===== config.mk =====
export PLATFORM = sky130hd
export DESIGN_NAME = software_timer_bank_top
export DESIGN_NICKNAME = d
export VERILOG_FILES = /design/src/hdl/stb_pkg.sv /design/src/hdl/stb_front.sv /design/src/hdl/stb_back.sv /design/src/hdl/software_timer_bank_top.sv
export SDC_FILE = /design/constraint.sdc
export NUM_CORES = 1
export LEC_CHECK = 0
export ABC_CLOCK_PERIOD_IN_PS = 9330
export BUFFER_PORTS_ARGS = -buffer_cell sky130_fd_sc_hd__buf_2
export CAP_MARGIN = 15
export CORE_MARGIN = 2
export CORE_UTILIZATION = 55
export DETAILED_ROUTE_END_ITERATION = 16
export GPL_TIMING_DRIVEN = 0
export PLACE_DENSITY_LB_ADDON = 0.25
export SETUP_SLACK_MARGIN = 0.5
export SYNTH_ARGS = -nofsm -noshare
export SYNTH_HDL_FRONTEND = slang
export SYNTH_SLANG_ARGS = --single-unit

===== constraint.sdc =====
create_clock -name clk_i -period 9.33 [get_ports clk_i]
set_input_delay 0.4665 -clock clk_i [delete_from_list [all_inputs] [get_ports clk_i]]
set_output_delay 0.4665 -clock clk_i [all_outputs]
set_load 0.02 [all_outputs]

===== src/hdl/stb_pkg.sv =====
package stb_pkg;

  localparam int NumTimers = 8;
  localparam int IdxW      = 3;
  localparam int TimeW     = 32;
  localparam int OpW       = 3;

  localparam logic [OpW-1:0] OpTick  = 3'd0;
  localparam logic [OpW-1:0] OpInit  = 3'd1;
  localparam logic [OpW-1:0] OpStart = 3'd2;
  localparam logic [OpW-1:0] OpStop  = 3'd3;
  localparam logic [OpW-1:0] OpReset = 3'd4;

  typedef struct packed {
    logic [OpW-1:0]   opcode;
    logic [IdxW-1:0]  timer_index;
    logic [TimeW-1:0] timeout_ticks;
    logic             auto_reload;
  } in_item_t;

  typedef struct packed {
    logic            fired;
    logic [IdxW-1:0] fired_index;
    logic            last;
  } out_item_t;

  typedef enum logic [2:0] {
    CmdTick,
    CmdInit,
    CmdStart,
    CmdStop,
    CmdReset,
    CmdNop
  } cmd_kind_e;

  typedef struct packed {
    cmd_kind_e        kind;
    logic [IdxW-1:0]  idx;
    logic [TimeW-1:0] timeout;
    logic             periodic;
  } cmd_t;

endpackage


===== src/hdl/stb_front.sv =====
module stb_front (
  input  logic             clk_i,
  input  logic             rst_ni,
  input  logic             in_valid_i,
  output logic             in_ready_o,
  input  stb_pkg::in_item_t in_item_i,
  output logic             cmd_valid_o,
  input  logic             cmd_pop_i,
  output stb_pkg::cmd_t    cmd_o
);

  stb_pkg::cmd_t entry_q [2];
  logic          wr_ptr_q, wr_ptr_d;
  logic          rd_ptr_q, rd_ptr_d;
  logic [1:0]    count_q, count_d;
  stb_pkg::cmd_t cmd_in;
  logic          push;
  logic          pop;
  logic          in_range;

  // Decode the opcode once so the back end only sees what it must do.
  always_comb begin
    in_range        = ({29'b0, in_item_i.timer_index} < 32'(stb_pkg::NumTimers));
    cmd_in.idx      = in_item_i.timer_index;
    cmd_in.timeout  = in_item_i.timeout_ticks;
    cmd_in.periodic = in_item_i.auto_reload;
    cmd_in.kind     = stb_pkg::CmdNop;
    case (in_item_i.opcode)
      stb_pkg::OpTick:  cmd_in.kind = stb_pkg::CmdTick;
      stb_pkg::OpInit:  if (in_range) cmd_in.kind = stb_pkg::CmdInit;
      stb_pkg::OpStart: if (in_range) cmd_in.kind = stb_pkg::CmdStart;
      stb_pkg::OpStop:  if (in_range) cmd_in.kind = stb_pkg::CmdStop;
      stb_pkg::OpReset: if (in_range) cmd_in.kind = stb_pkg::CmdReset;
      default:          cmd_in.kind = stb_pkg::CmdNop;
    endcase
  end

  assign in_ready_o  = (count_q != 2'd2);
  assign cmd_valid_o = (count_q != 2'd0);
  assign cmd_o       = entry_q[rd_ptr_q];
  assign push        = in_valid_i && in_ready_o;
  assign pop         = cmd_pop_i && cmd_valid_o;

  always_comb begin
    wr_ptr_d = push ? ~wr_ptr_q : wr_ptr_q;
    rd_ptr_d = pop ? ~rd_ptr_q : rd_ptr_q;
    count_d  = count_q;
    if (push && !pop) begin
      count_d = count_q + 2'd1;
    end else if (pop && !push) begin
      count_d = count_q - 2'd1;
    end
  end

  always_ff @(posedge clk_i or negedge rst_ni) begin
    if (!rst_ni) begin
      wr_ptr_q <= 1'b0;
      rd_ptr_q <= 1'b0;
      count_q  <= 2'd0;
    end else begin
      wr_ptr_q <= wr_ptr_d;
      rd_ptr_q <= rd_ptr_d;
      count_q  <= count_d;
    end
  end

  always_ff @(posedge clk_i) begin
    if (push) begin
      entry_q[wr_ptr_q] <= cmd_in;
    end
  end

endmodule


===== src/hdl/stb_back.sv =====
module stb_back (
  input  logic              clk_i,
  input  logic              rst_ni,
  input  logic              cmd_valid_i,
  output logic              cmd_pop_o,
  input  stb_pkg::cmd_t     cmd_i,
  output logic              out_valid_o,
  input  logic              out_ready_i,
  output stb_pkg::out_item_t out_item_o
);

  localparam logic [1:0] StIdle   = 2'd0;
  localparam logic [1:0] StWalk   = 2'd1;
  localparam logic [1:0] StFinish = 2'd2;

  logic [1:0]                    state_q, state_d;
  logic [stb_pkg::IdxW-1:0]      walk_q, walk_d;
  logic                          pend_v_q, pend_v_d;
  logic [stb_pkg::IdxW-1:0]      pend_idx_q, pend_idx_d;
  logic                          out_valid_q, out_valid_d;
  stb_pkg::out_item_t            out_q, out_d;

  logic [stb_pkg::NumTimers-1:0] registered_q, registered_d;
  logic [stb_pkg::NumTimers-1:0] active_q, active_d;
  logic [stb_pkg::NumTimers-1:0] periodic_q, periodic_d;
  logic [stb_pkg::TimeW-1:0]     timeout_q [stb_pkg::NumTimers];
  logic [stb_pkg::TimeW-1:0]     elapsed_q [stb_pkg::NumTimers];

  logic                          can_emit;
  logic                          emit;
  stb_pkg::out_item_t            emit_item;
  logic [stb_pkg::IdxW-1:0]      addr;
  logic [stb_pkg::TimeW-1:0]     elapsed_inc;
  logic                          hit;
  logic                          eligible;
  logic                          elapsed_we;
  logic [stb_pkg::TimeW-1:0]     elapsed_wdata;
  logic                          timeout_we;

  assign can_emit    = !out_valid_q || out_ready_i;
  assign addr        = (state_q == StWalk) ? walk_q : cmd_i.idx;
  assign elapsed_inc = elapsed_q[addr] + 32'd1;
  assign hit         = (elapsed_inc >= timeout_q[addr]);
  assign eligible    = registered_q[walk_q] && active_q[walk_q];

  always_comb begin
    state_d       = state_q;
    walk_d        = walk_q;
    pend_v_d      = pend_v_q;
    pend_idx_d    = pend_idx_q;
    registered_d  = registered_q;
    active_d      = active_q;
    periodic_d    = periodic_q;
    elapsed_we    = 1'b0;
    elapsed_wdata = '0;
    timeout_we    = 1'b0;
    emit          = 1'b0;
    emit_item     = '{fired: 1'b0, fired_index: '0, last: 1'b1};
    cmd_pop_o     = 1'b0;

    case (state_q)
      StIdle: begin
        if (cmd_valid_i && can_emit) begin
          cmd_pop_o = 1'b1;
          if (cmd_i.kind == stb_pkg::CmdTick) begin
            state_d  = StWalk;
            walk_d   = '0;
            pend_v_d = 1'b0;
          end else begin
            emit = 1'b1;
            case (cmd_i.kind)
              stb_pkg::CmdInit: begin
                registered_d[addr] = 1'b1;
                active_d[addr]     = 1'b0;
                periodic_d[addr]   = cmd_i.periodic;
                timeout_we         = 1'b1;
                elapsed_we         = 1'b1;
              end
              stb_pkg::CmdStart: begin
                active_d[addr] = 1'b1;
                elapsed_we     = 1'b1;
              end
              stb_pkg::CmdStop: begin
                active_d[addr] = 1'b0;
                elapsed_we     = 1'b1;
              end
              stb_pkg::CmdReset: begin
                elapsed_we = 1'b1;
              end
              default: begin
              end
            endcase
          end
        end
      end
      StWalk: begin
        if (can_emit) begin
          if (eligible) begin
            elapsed_we    = 1'b1;
            elapsed_wdata = hit ? '0 : elapsed_inc;
            if (hit) begin
              if (!periodic_q[walk_q]) begin
                active_d[walk_q] = 1'b0;
              end
              // A firing slot is held in the pending register so the final one can carry last.
              if (pend_v_q) begin
                emit      = 1'b1;
                emit_item = '{fired: 1'b1, fired_index: pend_idx_q, last: 1'b0};
              end
              pend_v_d   = 1'b1;
              pend_idx_d = walk_q;
            end
          end
          if (walk_q == stb_pkg::IdxW'(stb_pkg::NumTimers - 1)) begin
            state_d = StFinish;
          end else begin
            walk_d = walk_q + stb_pkg::IdxW'(1);
          end
        end
      end
      StFinish: begin
        if (can_emit) begin
          emit      = 1'b1;
          emit_item = '{fired: pend_v_q, fired_index: pend_v_q ? pend_idx_q : '0, last: 1'b1};
          state_d   = StIdle;
        end
      end
      default: begin
        state_d = StIdle;
      end
    endcase
  end

  always_comb begin
    out_valid_d = out_valid_q;
    out_d       = out_q;
    if (emit) begin
      out_valid_d = 1'b1;
      out_d       = emit_item;
    end else if (out_ready_i) begin
      out_valid_d = 1'b0;
    end
  end

  assign out_valid_o = out_valid_q;
  assign out_item_o  = out_q;

  always_ff @(posedge clk_i or negedge rst_ni) begin
    if (!rst_ni) begin
      state_q      <= StIdle;
      walk_q       <= '0;
      pend_v_q     <= 1'b0;
      out_valid_q  <= 1'b0;
      registered_q <= '0;
      active_q     <= '0;
      periodic_q   <= '0;
    end else begin
      state_q      <= state_d;
      walk_q       <= walk_d;
      pend_v_q     <= pend_v_d;
      out_valid_q  <= out_valid_d;
      registered_q <= registered_d;
      active_q     <= active_d;
      periodic_q   <= periodic_d;
    end
  end

  // Counts and timeouts are only read after an init has written them.
  always_ff @(posedge clk_i) begin
    pend_idx_q <= pend_idx_d;
    out_q      <= out_d;
    if (elapsed_we) begin
      elapsed_q[addr] <= elapsed_wdata;
    end
    if (timeout_we) begin
      timeout_q[addr] <= cmd_i.timeout;
    end
  end

endmodule


===== src/hdl/software_timer_bank_top.sv =====
// Bank of eight software timers driven by one command per input beat.
// The input channel (in_valid_i / in_ready_o / in_item_i) carries an opcode:
// tick, init, start, stop or reset, with a slot index, timeout and reload mode.
// The output channel (out_valid_o / out_ready_i / out_item_o) returns one beat
// per firing slot for a tick, in slot order, with last set on the final beat;
// any command that fires nothing returns a single non-firing beat with last set.
// A two-entry command queue sits between the decoder and the execution unit,
// so the input keeps taking beats while the execution unit works or stalls.
// A non-tick command is written into the queue, then executed in the idle
// state with its result registered in the output register. A tick is dequeued
// in the idle state, then walks the slots (the single timer count read/update
// port visits one slot per cycle unless the output stalls), then a finish
// state sends the final beat; the next command is taken only after that state.
// Reset clears all slots to unregistered and inactive and empties the queue.
// When the receiver holds out_ready_i low the execution unit freezes in place
// and the queue fills; in_ready_o falls once the queue is full.
module software_timer_bank_top (
  input  logic               clk_i,
  input  logic               rst_ni,
  input  logic               in_valid_i,
  output logic               in_ready_o,
  input  stb_pkg::in_item_t  in_item_i,
  output logic               out_valid_o,
  input  logic               out_ready_i,
  output stb_pkg::out_item_t out_item_o
);

  logic          cmd_valid;
  logic          cmd_pop;
  stb_pkg::cmd_t cmd;

  stb_front u_front (
    .clk_i       (clk_i),
    .rst_ni      (rst_ni),
    .in_valid_i  (in_valid_i),
    .in_ready_o  (in_ready_o),
    .in_item_i   (in_item_i),
    .cmd_valid_o (cmd_valid),
    .cmd_pop_i   (cmd_pop),
    .cmd_o       (cmd)
  );

  stb_back u_back (
    .clk_i       (clk_i),
    .rst_ni      (rst_ni),
    .cmd_valid_i (cmd_valid),
    .cmd_pop_o   (cmd_pop),
    .cmd_i       (cmd),
    .out_valid_o (out_valid_o),
    .out_ready_i (out_ready_i),
    .out_item_o  (out_item_o)
  );

endmodule


## After elaboration in Yosys (flattened, before gate mapping)

Memories as Yosys holds them, arrays and structs flattened.
Cells that the tools add are included.

- Register bits after elaboration: 43
- Bits in writable memories: 590
- Output and inout port bits: 7
- Word-level logic and storage cells: 164
- Memories: 3

- $add $sub $neg: 4
- Order comparisons: 5
- Eq/ne operators: 23
- Muxes and demuxes: 79
- Bitwise gates (word level): 9
- Reduce and logical (&&, ||, !) cells: 27

Memories:

| name | words | width | read ports | clocked after memory_dff | wr ports | RTL line | source |
|---|---|---|---|---|---|---|---|
| u_back.elapsed_q | 8 | 32 | 1 | 0 | 1 | stb_back.sv:27 | `logic [stb_pkg::TimeW-1:0] elapsed_q [stb_pkg::NumTimers];` |
| u_back.timeout_q | 8 | 32 | 1 | 0 | 1 | stb_back.sv:26 | `logic [stb_pkg::TimeW-1:0] timeout_q [stb_pkg::NumTimers];` |
| u_front.entry_q | 2 | 39 | 1 | 0 | 1 | stb_front.sv:12 | `stb_pkg::cmd_t entry_q [2];` |

Operator list:

| operator | number |
|---|---|
| 32-bit 2-to-1 mux | 4 |
| 8-bit 2-to-1 mux | 6 |
| 1-bit 2-to-1 mux | 36 |
| 32-bit by 1-bit adder with 32-bit output (second input constant) | 1 |
| 32-bit greater-or-equal comparator | 1 |
| 8-bit case mux with 2 select lines | 2 |
| 5-bit 2-to-1 mux | 5 |
| 3-bit 2-to-1 mux | 6 |
| 8-bit bitwise AND | 2 |
| 8-bit inverter | 2 |
| 8-bit bitwise OR | 2 |
| 3-bit case mux with 5 select lines | 1 |
| 2-bit 2-to-1 mux | 7 |
| 3-bit by 2-bit equality test with 1-bit output (second input constant) | 4 |
| 2-bit by 1-bit != test with 1-bit output (second input constant) | 6 |
| 2-bit != test (second input constant) | 5 |
| 5-bit case mux with 2 select lines | 1 |
| 5-bit AND reduction | 2 |
| 1-bit binary-select mux with 3-bit select | 3 |
| 3-bit equality test (second input constant) | 3 |
| 8-bit bitwise mux | 1 |
| 1-bit logical AND | 8 |
| 3-bit by 4-bit < comparator with 1-bit output (second input constant) | 2 |
| 4-bit AND reduction | 2 |
| 23 further kinds | 35 |

## Logic depth before layout (Yosys ltp)

- Word-level depth: 12
- Depth in mapped cells: 28
- Mapped depth without buffers: 23

## Modules after synthesis

From an unflattened synthesis, not the netlist that was laid out.

- Cells, all modules: 1694
- Area total of the unflattened synthesis: 26122.6 sq um

By module, submodules not included:

| module | times used | cells an instance | area each (sq um) |
|---|---|---|---|
| stb_back | 1 | 1552 | 23072.1 |
| stb_front | 1 | 142 | 3050.4 |

## Worst setup path before layout

Ideal clock, no wire load.

- Kind: register to register
- Start: reg u_back.state_q[1]
- End: mem u_back.elapsed_q[0][27] (netlist bit), data pin
- Setup time: 0.264 ns
- Arrival time: 5.220 ns
- Slack: 3.846 ns
- Cell stages (with the launch flop): 27
- Buffers on the path: 4
- Cell sequence: dfrtp_1 > inv_1 > ha_1 > nor2b_1 > a21oi_4 > buf_6 > buf_4 > o2111ai_1 > nand4_1 > inv_1 > ha_1 > inv_1 > nor4_4 > nand4_2 > or4_4 > o31ai_4 > nand2_1 > ha_1 > a21o_1 > a21o_1 > a21oi_1 > o21ai_0 > nor2_1 > clkbuf_1 > nand2_1 > clkbuf_1 > nor3_1

- Word-level cells in the longest chain between the ends: 9
- Elaborated cells between the ends (all ways): 10
- Classes of those cells: add/sub (1); order compare (1); eq/ne (1); mux (5); memory (2)

Ends and longest elaborated chain:

| what | RTL line | source |
|---|---|---|
| from (decl) | stb_back.sv:16 | `logic [1:0] state_q, state_d;` |
| from (signal assigned) | stb_back.sv:150 | `state_q <= StIdle;` |
| from (signal assigned) | stb_back.sv:158 | `state_q <= state_d;` |
| 2-bit by 1-bit equality test with 1-bit output (*) | stb_back.sv:41, stb_back.sv:61 |  |
| 3-bit 2-to-1 mux | stb_back.sv:41 | `assign addr = (state_q == StWalk) ? walk_q : cmd_i.idx;` |
| memory 8 x 32 bit | - |  |
| 32-bit by 1-bit adder with 32-bit output | stb_back.sv:42 | `assign elapsed_inc = elapsed_q[addr] + 32'd1;` |
| 32-bit greater-or-equal comparator | stb_back.sv:43 | `assign hit = (elapsed_inc >= timeout_q[addr]);` |
| 32-bit 2-to-1 mux | stb_back.sv:100 | `elapsed_wdata = hit ? '0 : elapsed_inc;` |
| 32-bit 2-to-1 mux | stb_back.sv:98 | `if (eligible) begin` |
| 32-bit 2-to-1 mux | stb_back.sv:97 | `if (can_emit) begin` |
| 32-bit 2-to-1 mux (*) | stb_back.sv:61 | `case (state_q)` |
| named net u_back.elapsed_wdata (one bit) | stb_back.sv:37 | `logic [stb_pkg::TimeW-1:0] elapsed_wdata;` |
| to (decl) | stb_back.sv:27 |  |

Mark *: on every way through the listed nets, which the timed path passes. The rest lies on a longest branch.

## Worst setup path in the final report

- Start: reg u_back.state_q[1]
- End: mem u_back.elapsed_q[2][30] (netlist bit), data pin

The elaborated chain is that of the path after synthesis.

==> run_results.csv <==
group,metric,value,unit
status,status,"finished clean",
clocking,cts_tree,"built",
synth,synth_top_family_by_area,"compound AO/OA/AOI/OAI gates",
place,dp.cells,2312,
timing,hold_violations,0,
synth,synth_xor_xnor_area_share,0.867,%
synth,synth_edf_count,598,
setup_path,worstSetupStartpoint,"u_back.state_q[1]",
synth,ys_ff_latch,633,
die,rows,79,
timing,tns,0,ns
timing,period_share,90.7,%
hold_path,holdCritPathClass,"in -> reg",
synth,synth_area,0.0261,mm²
setup_path,crit_chain,"inv_1 > ha_1 > inv_2 > a21oi_4 > buf_2 > nand2_1 > nor2_2 > clkbuf_1 > buf_1 > a22oi_1 > and3_1 > ha_1 > a21o_1 > a21oi_1 > nor2b_1 > a2111oi_0 > o32ai_1 > nor2_1 > clkbuf_1 > nand2_1 > clkbuf_1 > nor3_1",
routing,vias,15700,
timing,period_minus_slack,8.46,ns
layout,nFillCells,3312,
synth,synth_most_common_cell,"edfxtp_1",
die,initial_utilization,55.9,%
timing,maxSlewViolCount,0,
setup_path,cpMaxStageDelayCell,"nor3_1",
hold_path,min_from,"in_item_i[10]",
clocking,cts_buffers,60,
clocking,htreeDepth,2,
clocking,cts.sinks,633,
synth,synth_compound_area_share,10.6,%
setup_path,worst_path_most_repeated_cell,"clkbuf_1",
synth,async_flop_share,5.53,%
layout,finalNonFillerCells,2440,
routing,drtAntennaViolNets,0,
synth,netlist_instances,1641,
synth,synth_mux_area_share,5.21,%
synth,synthFlopType,"edfxtp_1",
setup_path,slowest_delay,0.72,ns
setup_path,worstPathArrival,8.77,ns
synth,syn_area_per_cell,15.9,µm²
clocking,root_buffer,"clkbuf_16",
global_route,track_usage,26.1,%
setup_path,timing.rr.start,"u_back.state_q[1]",
die,dieArea,0.0493,mm²
layout,syn_to_final_growth,13.3,%
power,powerDensity,373,mW/mm²
clocking,clk_latency,0.64,ns
timing,setup_viol,0,
flow_run,drv_cap,0,
timing,worstMarginPinSlew,1.13,ns
timing,fmax,118,MHz
timing,skew,0.0197,ns
synth,seq_area_frac_synth,72.1,%
synth,yosysTopAreaCell,"edfxtp_1",
setup_path,critPathRequiredTime,9.64,ns
die,fp.dieH,222,µm
place,gp_congestion,0.934,
power,power,11.0,mW
place,placed_cell_area,0.0275,mm²
synth,yosysWarnings,0,
synth,synth-simple-area-share,7.11,%
place,port_buffers,49,
clocking,postCtsSetupRepairBufs,0,
die,ios,50,
global_route,gr-total-overflow,0,
setup_path,worstPathMaxFanout,10,
layout,drive_gt1_share,16.4,%
routing,wirelength,64.3,mm
routing,routedWlPerCell,26.3,µm
routing,drtIter0Drc,1639,
synth,ys_types,87,
routing,via_per_inst,6.42,
timing,rsz0062_at_grt,"false",
layout,final_area,0.0296,mm²
synth,syn_nets,1724,
setup_path,critical_path_class,"reg -> reg",
clocking,cts_max_path_buffers,3,
global_route,grt_max_degree,37,
synth,synth_area_leaders,"edfxtp_1, dfrtp_1, a22oi_1, mux2_2, ha_1",
clocking,path_clk_slew,0.06,ns
routing,drt_drc_violations_left,0,
layout,final_net_count,1869,
global_route,grt_pass1_vias,15500,
die,die_x,222,µm
timing,slew_headroom,24.5,%
layout,diodes,0,
power,p_leak,9.88,nW
global_route,grt_pass1_wl,95.1,mm
place,dpl.hpwl,42.0,mm
routing,drtPass1Iterations,6,
synth,synth_top_area_share,68.7,%
setup_path,start_kind,"flop",
power,irDropWorstVdd,0.195,mV
synth,synth_fa_ha_area_share,1.92,%
global_route,antenna_found_initial,1,
synth,yosys-top-cells-count,"edfxtp_1, nand2_1, a22oi_1",
die,coreArea,0.0468,mm²
setup_path,worstSetupEndpointType,"flop",
==> worst max-delay path, delay by kind of cell (launching register included) <==
kind | cells | cell delay, ns
simple gates | 7 | 2.51
compound gates | 6 | 1.60
fa+ha+maj | 2 | 0.68
buf+inv | 7 | 2.91
flops | 1 | 0.41
==> report_power, final <==
| group | internal, mW | switching (mW) | total [mW] |
|---|---|---|---|
| registers | 3.65 | 0.105 | 3.75 |
| logic | 1.63 | 3.33 | 4.97 |
| clock network | 1.31 | 1.01 | 2.32 |
| total | 6.59 | 4.45 | 11.0 |
==> cell families (layout without fill, tap and decap cells) <==
kind of cell    count (synthesis)  after routing
fa+ha+maj                      40             40
simple gates                  352            352
compound gates                371            371
buf+inv                       123            315
xor+xnor                       25             25
flops                         633            633
mux                            97             97
==> stage by stage <==
step                      utilization [%]  setup slack [ns]  hold WS, ns
after floorplan                         -              3.85        0.171
after global placement               58.0             0.849        0.452
after detailed placement             58.9             0.782        0.454
after CTS                            63.3             0.749      0.00141
after global routing                 63.3             0.506       0.0187
final                                63.3             0.872       0.0262
==> area by class of cell <==
cell class,instances,area (µm²),share of cell area [%]
Clock buffer,86,1660,5.61
Clock inverter,23,213,0.718
Inverter,47,176,0.596
Multi-Input combinational cell,885,6800,23.0
Sequential cell,633,18800,63.6
Tap cell,607,759,2.57
Timing Repair Buffer,83,767,2.59
Buffer,76,398,1.34
==> cell usage in the layout (no fill, tap or decap), types with 17 or more instances in the layout <==
master	netlist	final
clkbuf_1	36	57
and2_1	19	19
o211ai_1	33	33
mux4_2	17	17
edfxtp_1	598	598
o21ai_0	28	28
nand2_1	113	113
o2111ai_1	20	20
a22oi_1	74	74
buf_2	20	69
dlygate4sd3_1	0	18
a22o_1	18	18
inv_1	46	38
nor3_1	33	32
nor2_1	62	52
clkbuf_16	0	61
dfrtp_1	35	35
and3_1	25	24
a221oi_1	18	18
a31oi_1	19	18
a21oi_1	62	62
ha_1	40	40
mux2_2	48	48
==> timing repair <==
item / in CTS / in global routing
endpoints found under the hold margin: 68 / 0
gates resized for setup: 0 / 2
endpoints found under the setup margin: 0 / 72
hold buffers: 18 / 0
==> per-layer routing <==
metal,global-route usage [%],routed length (µm),up-vias
li1,-,-,6877
met1,34.3,25000,7819
met2,43.2,31300,820
met3,5.13,5720,140
met4,10.4,2290,0
met5,0,0,-
==> flip-flops by register name, indices dropped and copies added, names as in the netlist, named ones only <==
register             count
u_back.elapsed_q       256
u_back.out_item_o        5
u_back.out_valid_o       1
u_back.pend_idx_q        3
u_back.pend_v_q          1
u_back.periodic_q        8
u_back.registered_q      8
u_back.state_q           2
u_back.timeout_q       256
u_back.walk_q            3
u_front.count_q          2
u_front.entry_q         78
u_front.rd_ptr_q         1
u_front.wr_ptr_q         1
==> path summary, 6_finish.rpt <==
kind	depth (start not counted)	end	slack, ns
min in group asynchronous	2	u_front.count_q[0]	0.46
worst min register to register	1	u_back.registered_q[1]	0.47
max in group asynchronous	2	asynchronous set/reset pin	8.36
worst max register to register	22	u_back.elapsed_q[2][30]	0.87
worst min-delay path	1	u_front.entry_q[0][10]	0.03
worst max-delay path	22	u_back.elapsed_q[2][30]	0.87
Note: power is estimated with default switching activity, not from simulation.
